**config.mk**
```make
export PLATFORM = sky130hd
export DESIGN_NAME = postfix_expression_evaluator
export DESIGN_NICKNAME = d
export VERILOG_FILES = /design/src/hw/rtl/pfe_pkg.sv /design/src/hw/rtl/postfix_expression_evaluator.sv /design/src/hw/rtl/pfe_stack_ram.sv /design/src/hw/rtl/pfe_divider.sv
export SDC_FILE = /design/constraint.sdc
export NUM_CORES = 2
export LEC_CHECK = 0
export BUFFER_PORTS_ARGS = -buffer_cell sky130_fd_sc_hd__buf_2
export CORE_MARGIN = 2
export CORE_UTILIZATION = 59
export DETAILED_ROUTE_END_ITERATION = 10
export PLACE_DENSITY = 0.79
export SYNTH_ARGS = -nofsm -noshare
export SYNTH_HDL_FRONTEND = slang
export SYNTH_SLANG_ARGS = --single-unit
export TNS_END_PERCENT = 10
```
**constraint.sdc**
```tcl
create_clock -name clk -period 7.1 [get_ports clk]
set_input_delay 0.355 -clock clk [delete_from_list [all_inputs] [get_ports clk]]
set_output_delay 0.355 -clock clk [all_outputs]
set_load 0.02 [all_outputs]
```
**src/hw/rtl/pfe_pkg.sv**
```systemverilog
// Shared types, token codes and status codes for the postfix expression evaluator.
package pfe_pkg;

  localparam int DATA_W      = 32;
  localparam int STACK_DEPTH = 8;
  localparam int CNT_W       = $clog2(STACK_DEPTH + 1);
  localparam int ADDR_W      = (STACK_DEPTH > 1) ? $clog2(STACK_DEPTH) : 1;
  localparam int NUM_REGS    = 4;
  localparam int REG_IDX_W   = $clog2(NUM_REGS);

  typedef logic [DATA_W-1:0] word_t;
  typedef logic [2:0]        opcode_t;
  typedef logic [1:0]        status_t;

  // Token codes.
  localparam opcode_t OP_PUSH_A = 3'd0;
  localparam opcode_t OP_PUSH_B = 3'd1;
  localparam opcode_t OP_PUSH_C = 3'd2;
  localparam opcode_t OP_PUSH_D = 3'd3;
  localparam opcode_t OP_ADD    = 3'd4;
  localparam opcode_t OP_SUB    = 3'd5;
  localparam opcode_t OP_MUL    = 3'd6;
  localparam opcode_t OP_DIV    = 3'd7;

  // Result status codes.
  localparam status_t ST_OK        = 2'd0;
  localparam status_t ST_OVERFLOW  = 2'd1;
  localparam status_t ST_UNDERFLOW = 2'd2;
  localparam status_t ST_DIVZERO   = 2'd3;

  // Configuration register indexes.
  localparam logic [REG_IDX_W-1:0] REG_VALUE_A = 2'd0;
  localparam logic [REG_IDX_W-1:0] REG_VALUE_B = 2'd1;
  localparam logic [REG_IDX_W-1:0] REG_VALUE_C = 2'd2;
  localparam logic [REG_IDX_W-1:0] REG_VALUE_D = 2'd3;

  // Handshake between the sequencer and the divider.
  typedef struct packed {
    logic start;
    word_t dividend;
    word_t divisor;
  } div_req_t;

  typedef struct packed {
    logic  busy;
    logic  done;
    word_t quotient;
  } div_rsp_t;

endpackage

```
**src/hw/rtl/postfix_expression_evaluator.sv**
```systemverilog
// Top level: token sequencer around the operand stack RAM and the divider.
// A push is written to the stack from the idle state; add, subtract and multiply read
// the newer operand, then the older one, compute and write back. A divide waits for the
// divider, at one quotient bit per cycle. An end-of-expression token then reads the top
// of the stack, waiting while the previous result is held in the output register.
// Reset (synchronous, active low) empties the stack, clears the error and the registers.
module postfix_expression_evaluator (
  input  logic        clk,
  input  logic        rst_n,
  // Input tokens.
  input  logic        in_tvalid,
  output logic        in_tready,
  input  logic [7:0]  in_tdata,   // [2:0] opcode, [7:3] zero
  input  logic        in_tlast,   // end_of_expression
  // Results.
  output logic        out_tvalid,
  input  logic        out_tready,
  output logic [31:0] out_tdata,  // [31:0] result_value
  output logic [1:0]  out_tuser,  // [1:0] status
  // Configuration.
  input  logic        cfg_we,
  input  logic [1:0]  cfg_index,
  input  logic [31:0] cfg_wdata
);

  localparam logic [2:0] S_IDLE = 3'd0;
  localparam logic [2:0] S_RD_Y = 3'd1;
  localparam logic [2:0] S_OPER = 3'd2;
  localparam logic [2:0] S_DIV  = 3'd3;
  localparam logic [2:0] S_WB   = 3'd4;
  localparam logic [2:0] S_FIN  = 3'd5;
  localparam logic [2:0] S_RES  = 3'd6;

  localparam int CW = pfe_pkg::CNT_W;
  localparam int AW = pfe_pkg::ADDR_W;

  logic [2:0]               state_r, state_nxt;
  logic [CW-1:0]            cnt_r, cnt_nxt;
  pfe_pkg::status_t         err_r, err_nxt;
  pfe_pkg::opcode_t         op_r, op_nxt;
  logic                     last_r, last_nxt;
  pfe_pkg::word_t           x_r, x_nxt;
  pfe_pkg::word_t           res_r, res_nxt;
  pfe_pkg::word_t           out_data_r, out_data_nxt;
  pfe_pkg::status_t         out_stat_r, out_stat_nxt;
  logic                     out_valid_r, out_valid_nxt;
  pfe_pkg::word_t           val_r [pfe_pkg::NUM_REGS];

  logic                     wr_en;
  logic [AW-1:0]            wr_addr;
  pfe_pkg::word_t           wr_data;
  logic                     rd_en;
  logic [AW-1:0]            rd_addr;
  pfe_pkg::word_t           rd_data;

  pfe_pkg::div_req_t        div_req;
  pfe_pkg::div_rsp_t        div_rsp;

  logic [CW-1:0]            cnt_m1;
  logic [CW-1:0]            cnt_m2;
  pfe_pkg::opcode_t         in_op;
  pfe_pkg::status_t         fin_stat;
  pfe_pkg::word_t           product;

  assign cnt_m1  = cnt_r - CW'(1);
  assign cnt_m2  = cnt_r - CW'(2);
  assign in_op   = in_tdata[2:0];
  assign product = rd_data * x_r;

  // An explicit error wins; otherwise an empty stack at the end is an underflow.
  assign fin_stat = (err_r != pfe_pkg::ST_OK) ? err_r :
                    (cnt_r == '0) ? pfe_pkg::ST_UNDERFLOW : pfe_pkg::ST_OK;

  pfe_stack_ram #(
    .DEPTH (pfe_pkg::STACK_DEPTH),
    .WIDTH (pfe_pkg::DATA_W),
    .ADDR_W(AW)
  ) u_stack (
    .clk    (clk),
    .wr_en  (wr_en),
    .wr_addr(wr_addr),
    .wr_data(wr_data),
    .rd_en  (rd_en),
    .rd_addr(rd_addr),
    .rd_data(rd_data)
  );

  pfe_divider u_div (
    .clk  (clk),
    .rst_n(rst_n),
    .req  (div_req),
    .rsp  (div_rsp)
  );

  assign in_tready = (state_r == S_IDLE);

  always_comb begin
    state_nxt     = state_r;
    cnt_nxt       = cnt_r;
    err_nxt       = err_r;
    op_nxt        = op_r;
    last_nxt      = last_r;
    x_nxt         = x_r;
    res_nxt       = res_r;
    out_data_nxt  = out_data_r;
    out_stat_nxt  = out_stat_r;
    out_valid_nxt = out_valid_r && !out_tready;
    wr_en         = 1'b0;
    wr_addr       = cnt_r[AW-1:0];
    wr_data       = val_r[in_op[1:0]];
    rd_en         = 1'b0;
    rd_addr       = cnt_m1[AW-1:0];
    div_req.start    = 1'b0;
    div_req.dividend = rd_data;
    div_req.divisor  = x_r;

    unique case (state_r)
      S_IDLE: begin
        if (in_tvalid) begin
          op_nxt   = in_op;
          last_nxt = in_tlast;
          if (in_op < pfe_pkg::OP_ADD) begin
            if (cnt_r < CW'(pfe_pkg::STACK_DEPTH)) begin
              wr_en   = 1'b1;
              cnt_nxt = cnt_r + CW'(1);
            end else if (err_r == pfe_pkg::ST_OK) begin
              err_nxt = pfe_pkg::ST_OVERFLOW;
            end
            state_nxt = in_tlast ? S_FIN : S_IDLE;
          end else if (cnt_r < CW'(2)) begin
            if (err_r == pfe_pkg::ST_OK) begin
              err_nxt = pfe_pkg::ST_UNDERFLOW;
            end
            state_nxt = in_tlast ? S_FIN : S_IDLE;
          end else begin
            // Fetch the newer operand now, the older one in the next cycle.
            rd_en     = 1'b1;
            state_nxt = S_RD_Y;
          end
        end
      end
      S_RD_Y: begin
        rd_en     = 1'b1;
        rd_addr   = cnt_m2[AW-1:0];
        x_nxt     = rd_data;
        state_nxt = S_OPER;
      end
      S_OPER: begin
        state_nxt = S_WB;
        case (op_r)
          pfe_pkg::OP_ADD: res_nxt = rd_data + x_r;
          pfe_pkg::OP_SUB: res_nxt = rd_data - x_r;
          pfe_pkg::OP_MUL: res_nxt = product;
          default: begin
            if (x_r == '0) begin
              res_nxt = '0;
              if (err_r == pfe_pkg::ST_OK) begin
                err_nxt = pfe_pkg::ST_DIVZERO;
              end
            end else begin
              div_req.start = 1'b1;
              state_nxt     = S_DIV;
            end
          end
        endcase
      end
      S_DIV: begin
        if (div_rsp.done) begin
          res_nxt   = div_rsp.quotient;
          state_nxt = S_WB;
        end
      end
      S_WB: begin
        // Two operands popped, one result pushed in the lower slot.
        wr_en     = 1'b1;
        wr_addr   = cnt_m2[AW-1:0];
        wr_data   = res_r;
        cnt_nxt   = cnt_m1;
        state_nxt = last_r ? S_FIN : S_IDLE;
      end
      S_FIN: begin
        rd_en     = 1'b1;
        state_nxt = S_RES;
      end
      S_RES: begin
        if (!out_valid_r || out_tready) begin
          out_valid_nxt = 1'b1;
          out_stat_nxt  = fin_stat;
          out_data_nxt  = (fin_stat == pfe_pkg::ST_OK) ? rd_data : '0;
          cnt_nxt       = '0;
          err_nxt       = pfe_pkg::ST_OK;
          state_nxt     = S_IDLE;
        end
      end
      default: begin
        state_nxt = S_IDLE;
      end
    endcase
  end

  always_ff @(posedge clk) begin
    if (!rst_n) begin
      state_r     <= S_IDLE;
      cnt_r       <= '0;
      err_r       <= pfe_pkg::ST_OK;
      out_valid_r <= 1'b0;
      for (int i = 0; i < pfe_pkg::NUM_REGS; i++) begin
        val_r[i] <= '0;
      end
    end else begin
      state_r     <= state_nxt;
      cnt_r       <= cnt_nxt;
      err_r       <= err_nxt;
      out_valid_r <= out_valid_nxt;
      if (cfg_we) begin
        unique case (cfg_index)
          pfe_pkg::REG_VALUE_A: val_r[pfe_pkg::REG_VALUE_A] <= cfg_wdata;
          pfe_pkg::REG_VALUE_B: val_r[pfe_pkg::REG_VALUE_B] <= cfg_wdata;
          pfe_pkg::REG_VALUE_C: val_r[pfe_pkg::REG_VALUE_C] <= cfg_wdata;
          pfe_pkg::REG_VALUE_D: val_r[pfe_pkg::REG_VALUE_D] <= cfg_wdata;
          default: ;
        endcase
      end
    end
  end

  always_ff @(posedge clk) begin
    op_r       <= op_nxt;
    last_r     <= last_nxt;
    x_r        <= x_nxt;
    res_r      <= res_nxt;
    out_data_r <= out_data_nxt;
    out_stat_r <= out_stat_nxt;
  end

  assign out_tvalid = out_valid_r;
  assign out_tdata  = out_data_r;
  assign out_tuser  = out_stat_r;

  // The fill count never goes past the stack depth.
  a_cnt_bound: assert property (@(posedge clk) disable iff (!rst_n)
    cnt_r <= CW'(pfe_pkg::STACK_DEPTH))
    else $error("stack count exceeds depth");

  // The first error of an expression holds until its result is produced.
  a_err_sticky: assert property (@(posedge clk) disable iff (!rst_n)
    (err_r != pfe_pkg::ST_OK && state_r != S_RES) |=> (err_r == $past(err_r)))
    else $error("error code changed inside an expression");

  // The divider is only started when it is free, and only from the operator state.
  a_div_start: assert property (@(posedge clk) disable iff (!rst_n)
    div_req.start |-> (!div_rsp.busy && state_r == S_OPER))
    else $error("divider started while busy");

  // An operator reaches write-back only with two operands on the stack.
  a_wb_operands: assert property (@(posedge clk) disable iff (!rst_n)
    (state_r == S_WB) |-> (cnt_r >= CW'(2)))
    else $error("write-back without two operands");

endmodule

```
**src/hw/rtl/pfe_stack_ram.sv**
```systemverilog
// Generic single-write, single-read synchronous RAM with registered read data.
module pfe_stack_ram #(
  parameter int DEPTH  = 8,
  parameter int WIDTH  = 32,
  parameter int ADDR_W = (DEPTH > 1) ? $clog2(DEPTH) : 1
) (
  input  logic              clk,
  input  logic              wr_en,
  input  logic [ADDR_W-1:0] wr_addr,
  input  logic [WIDTH-1:0]  wr_data,
  input  logic              rd_en,
  input  logic [ADDR_W-1:0] rd_addr,
  output logic [WIDTH-1:0]  rd_data
);

  logic [WIDTH-1:0] mem [DEPTH];
  logic [WIDTH-1:0] rd_data_r;

  always_ff @(posedge clk) begin
    if (wr_en) begin
      mem[wr_addr] <= wr_data;
    end
  end

  always_ff @(posedge clk) begin
    if (rd_en) begin
      rd_data_r <= mem[rd_addr];
    end
  end

  assign rd_data = rd_data_r;

endmodule

```
**src/hw/rtl/pfe_divider.sv**
```systemverilog
// Iterative signed divider, one quotient bit per cycle, truncating toward zero.
module pfe_divider (
  input  logic              clk,
  input  logic              rst_n,
  input  pfe_pkg::div_req_t req,
  output pfe_pkg::div_rsp_t rsp
);

  localparam int STEP_W = $clog2(pfe_pkg::DATA_W);

  logic                busy_r;
  logic                done_r;
  logic [STEP_W-1:0]   step_r;
  logic                neg_r;
  pfe_pkg::word_t      rem_r;
  pfe_pkg::word_t      quo_r;
  pfe_pkg::word_t      dvs_r;

  pfe_pkg::word_t      dvd_abs;
  pfe_pkg::word_t      dvs_abs;
  logic [pfe_pkg::DATA_W:0] shifted;
  logic [pfe_pkg::DATA_W:0] trial;
  pfe_pkg::word_t      rem_nxt;
  pfe_pkg::word_t      quo_nxt;

  // The most negative value keeps its bit pattern here, which is its magnitude unsigned.
  assign dvd_abs = req.dividend[pfe_pkg::DATA_W-1] ?
                   (~req.dividend + pfe_pkg::DATA_W'(1)) : req.dividend;
  assign dvs_abs = req.divisor[pfe_pkg::DATA_W-1] ?
                   (~req.divisor + pfe_pkg::DATA_W'(1)) : req.divisor;

  always_comb begin
    shifted = {rem_r, quo_r[pfe_pkg::DATA_W-1]};
    trial   = shifted - {1'b0, dvs_r};
    if (!trial[pfe_pkg::DATA_W]) begin
      rem_nxt = trial[pfe_pkg::DATA_W-1:0];
      quo_nxt = {quo_r[pfe_pkg::DATA_W-2:0], 1'b1};
    end else begin
      rem_nxt = shifted[pfe_pkg::DATA_W-1:0];
      quo_nxt = {quo_r[pfe_pkg::DATA_W-2:0], 1'b0};
    end
  end

  always_ff @(posedge clk) begin
    if (!rst_n) begin
      busy_r <= 1'b0;
      done_r <= 1'b0;
      step_r <= '0;
    end else begin
      done_r <= 1'b0;
      if (req.start) begin
        busy_r <= 1'b1;
        step_r <= '0;
      end else if (busy_r) begin
        step_r <= step_r + STEP_W'(1);
        if (step_r == STEP_W'(pfe_pkg::DATA_W - 1)) begin
          busy_r <= 1'b0;
          done_r <= 1'b1;
        end
      end
    end
  end

  always_ff @(posedge clk) begin
    if (req.start) begin
      rem_r <= '0;
      quo_r <= dvd_abs;
      dvs_r <= dvs_abs;
      neg_r <= req.dividend[pfe_pkg::DATA_W-1] ^ req.divisor[pfe_pkg::DATA_W-1];
    end else if (busy_r) begin
      rem_r <= rem_nxt;
      quo_r <= quo_nxt;
    end
  end

  assign rsp.busy     = busy_r;
  assign rsp.done     = done_r;
  assign rsp.quotient = neg_r ? (~quo_r + pfe_pkg::DATA_W'(1)) : quo_r;

endmodule
```
==> metrics.cfg <==
[die]
die_w_um=284
core_area_sq_um=77600
die_height_um=284
ios=84
rows=102
dieArea_sq_um=80900
initial_core_util=0.598

[routing]
via_per_inst=5.96
route.detailed.wl_per_inst_um=23.0
vias=32100
drt_iter0_drc=3580
route.final.wire_length_um=124000
ant_nets=0
drcViolationCount=0
first_pass_iters=6

[worst_setup_path]
critical_path_arrival_ns=7.74
cp-end-kind=flop
crit_slowest_cell=fa_1
timing.rr.end=res_r[28]$_DFFE_PP_
startpoint=u_stack.rd_data[14]$_DFFE_PP_
slowest_delay_ns=0.61
critPathBufInv=5
cpLargestDelayFamily=adder cells
crit_type=reg2reg
reg2reg_from=u_stack.rd_data[14]$_DFFE_PP_
worstRegToRegCells=25
cp_max_fo=5
start_kind=flop
critical_path_required_ns=7.44
crit_top_cell=fa_1
rrSetupSlack_ns=-0.29

[sta]
worstMarginPinSlew_ns=1.32
finalMaxSlewViolations=0
hold_violations=0
fmax_mhz=135
rsz0062_at_grt=yes
slew_headroom=0.118
whs_ns=0.0198
fin_worst_skew_ns=0.0307
setup_violations=15
layout_setup_ws_ns=-0.294
min_period_over_period=1.04
fin_crit_ns=7.39

[yosys]
synthTopCellsByArea=edfxtp_1 38%, fa_1 18%, and2_1 6.4%, ha_1 5.3%, mux4_2 4.7%
synth.most_common_cell=edfxtp_1
synth_cell_types=70
synth-edff-count=583
ys.flop_type=edfxtp_1
netlist_area_sq_um=46400
synth_warnings=0
yosys-top-cells-count=583 x edfxtp_1, 471 x and2_1, 464 x nand2_1
syn_inst=4081
synth_seq_area_share=0.399
avgSynthCellArea_sq_um=11.4
synth.net_count=4737
ys_seq_elements=632
synthArstFlopShare=0
synth_top_area_frac=0.377
yosysTopAreaCell=edfxtp_1

[clocking]
cts_sinks=632
cts_buffer_depth=3
cts.clk_slew.worst_paths_ns=0.06
cts_tree=built
clock_latency_ns=0.65
htree_levels=3
cts_buffers=70
cts_root_buffer=clkbuf_16

[global_route]
grt_pass1_wl_um=191000
grt_max_degree=72
grt_pass1_vias=33400
grt_usage=0.310
grt_overflow=0
antenna_found_initial=5

[run_status]
violations=negative setup slack
outcome=finished with violations

[run]
drv_cap=0

[placement]
place_area_sq_um=49500
dp_hpwl_um=89900
portBuffers=78
place.gp.congestion=0.973
place_inst=5223

[layout]
area_growth_pct=12.9
fin_area_sq_um=52400
fillers=5547
drive_gt1_frac=0.160
final_cells=5379
layout.nets=4941

[hold_path]
worstHoldPathCells=2
min_to=val_r[1][30]$_SDFFCE_PN0P_
min-delay-start=cfg_wdata[30]
min_path_type=in2reg

## cells by family after synthesis
| family | after synthesis | synth area share |
|---|---|---|
| simple gates | 1253 | 0.137 |
| compound gates | 490 | 0.0673 |
| fa+ha+maj | 608 | 0.230 |
| xor+xnor | 261 | 0.0493 |
| mux | 163 | 0.0620 |
| flops | 632 | 0.399 |
| buf+inv | 674 | 0.0551 |
## how the worst max path moves through the flow
stage / endpoint / slack (ns) / cells after the start
finish: res_r[28]$_DFFE_PP_ / -0.29 / 25
detailed placement: res_r[31]$_DFFE_PP_ / -0.34 / 26
global route: res_r[31]$_DFFE_PP_ / -0.48 / 26
CTS: res_r[31]$_DFFE_PP_ / -0.23 / 25
global placement: res_r[30]$_DFFE_PP_ / -0.26 / 25
floorplan: res_r[30]$_DFFE_PP_ / 0.002 / 25
## flip-flops by register name, summed over array words and instances (netlist names)
name,cells
u_div.busy_r,1
res_r,32
val_r,128
last_r,1
u_div.dvs_r,32
op_r,3
u_div.step_r,5
u_div.neg_r,1
u_div.done_r,1
u_stack.mem,256
err_r,2
u_stack.rd_data,32
u_div.rem_r,32
out_tdata,32
out_tvalid,1
cnt_r,4
state_r,3
u_div.quo_r,32
x_r,32
out_tuser,2
## stage by stage
stage / setup TNS [ns] / setup WS (ns) / util
floorplan: 0 / 0.00222 / -
global placement: -1.48 / -0.261 / 0.638
detailed placement: -1.97 / -0.344 / 0.638
CTS: -1.60 / -0.231 / 0.671
global route: -5.50 / -0.476 / 0.675
finish: -2.62 / -0.294 / 0.675
## layout by cell type, fill, tap and decap left out, types with 10 or more instances in the layout
master / n
or4_1: 12
ha_1: 190
dfxtp_1: 48
or2_2: 13
mux2i_1: 33
buf_6: 12
nor2_1: 118
nand3_1: 24
a221oi_1: 21
o21ai_0: 114
edfxtp_1: 583
nor2b_1: 22
mux4_2: 96
clkbuf_16: 70
a21oi_1: 112
a211oi_1: 34
xor2_1: 120
clkinv_1: 13
o31ai_1: 42
o21a_1: 24
a21o_1: 31
nand2_1: 464
and2_1: 467
fa_1: 407
clkinv_2: 10
inv_1: 432
buf_12: 13
clkbuf_1: 11
xnor2_2: 10
nor3_1: 18
or3_1: 24
nand2b_1: 28
mux2_2: 33
buf_4: 256
xnor2_1: 129
a31oi_1: 15
buf_2: 78
## final cells by class
cell class / instances / area (sq um) / area share
clock inverters: 41 / 477 / 0.00910
clock buffers: 83 / 1820 / 0.0348
inverters: 441 / 1660 / 0.0316
well taps: 1040 / 1300 / 0.0248
diodes: 2 / 5.00 / 0.0000956
flip-flops and latches: 632 / 18500 / 0.353
multi-input cells: 2775 / 25800 / 0.494
repair buffers: 365 / 2770 / 0.0529
## repair_timing
| item | CTS | global route |
|---|---|---|
| buffers inserted | 13 | 13 |
| gates resized for setup | 29 | 51 |
| hold buffers | 5 | 0 |
| pin swaps | 8 | 44 |
| endpoints found under the hold margin | 8 | 0 |
| setup endpoints to repair | 11 | 16 |
## layer usage
layer / track usage / vias up / wire (um)
li1: - / 14100 / -
met1: 0.405 / 15900 / 46700
met2: 0.511 / 1708 / 58700
met3: 0.0620 / 345 / 12500
met4: 0.126 / 2 / 5640
met5: 0 / - / 13
Power is left out: the tool's default activity adds up to more than one toggle a clock period on the data nets, which glitch-free logic cannot reach.
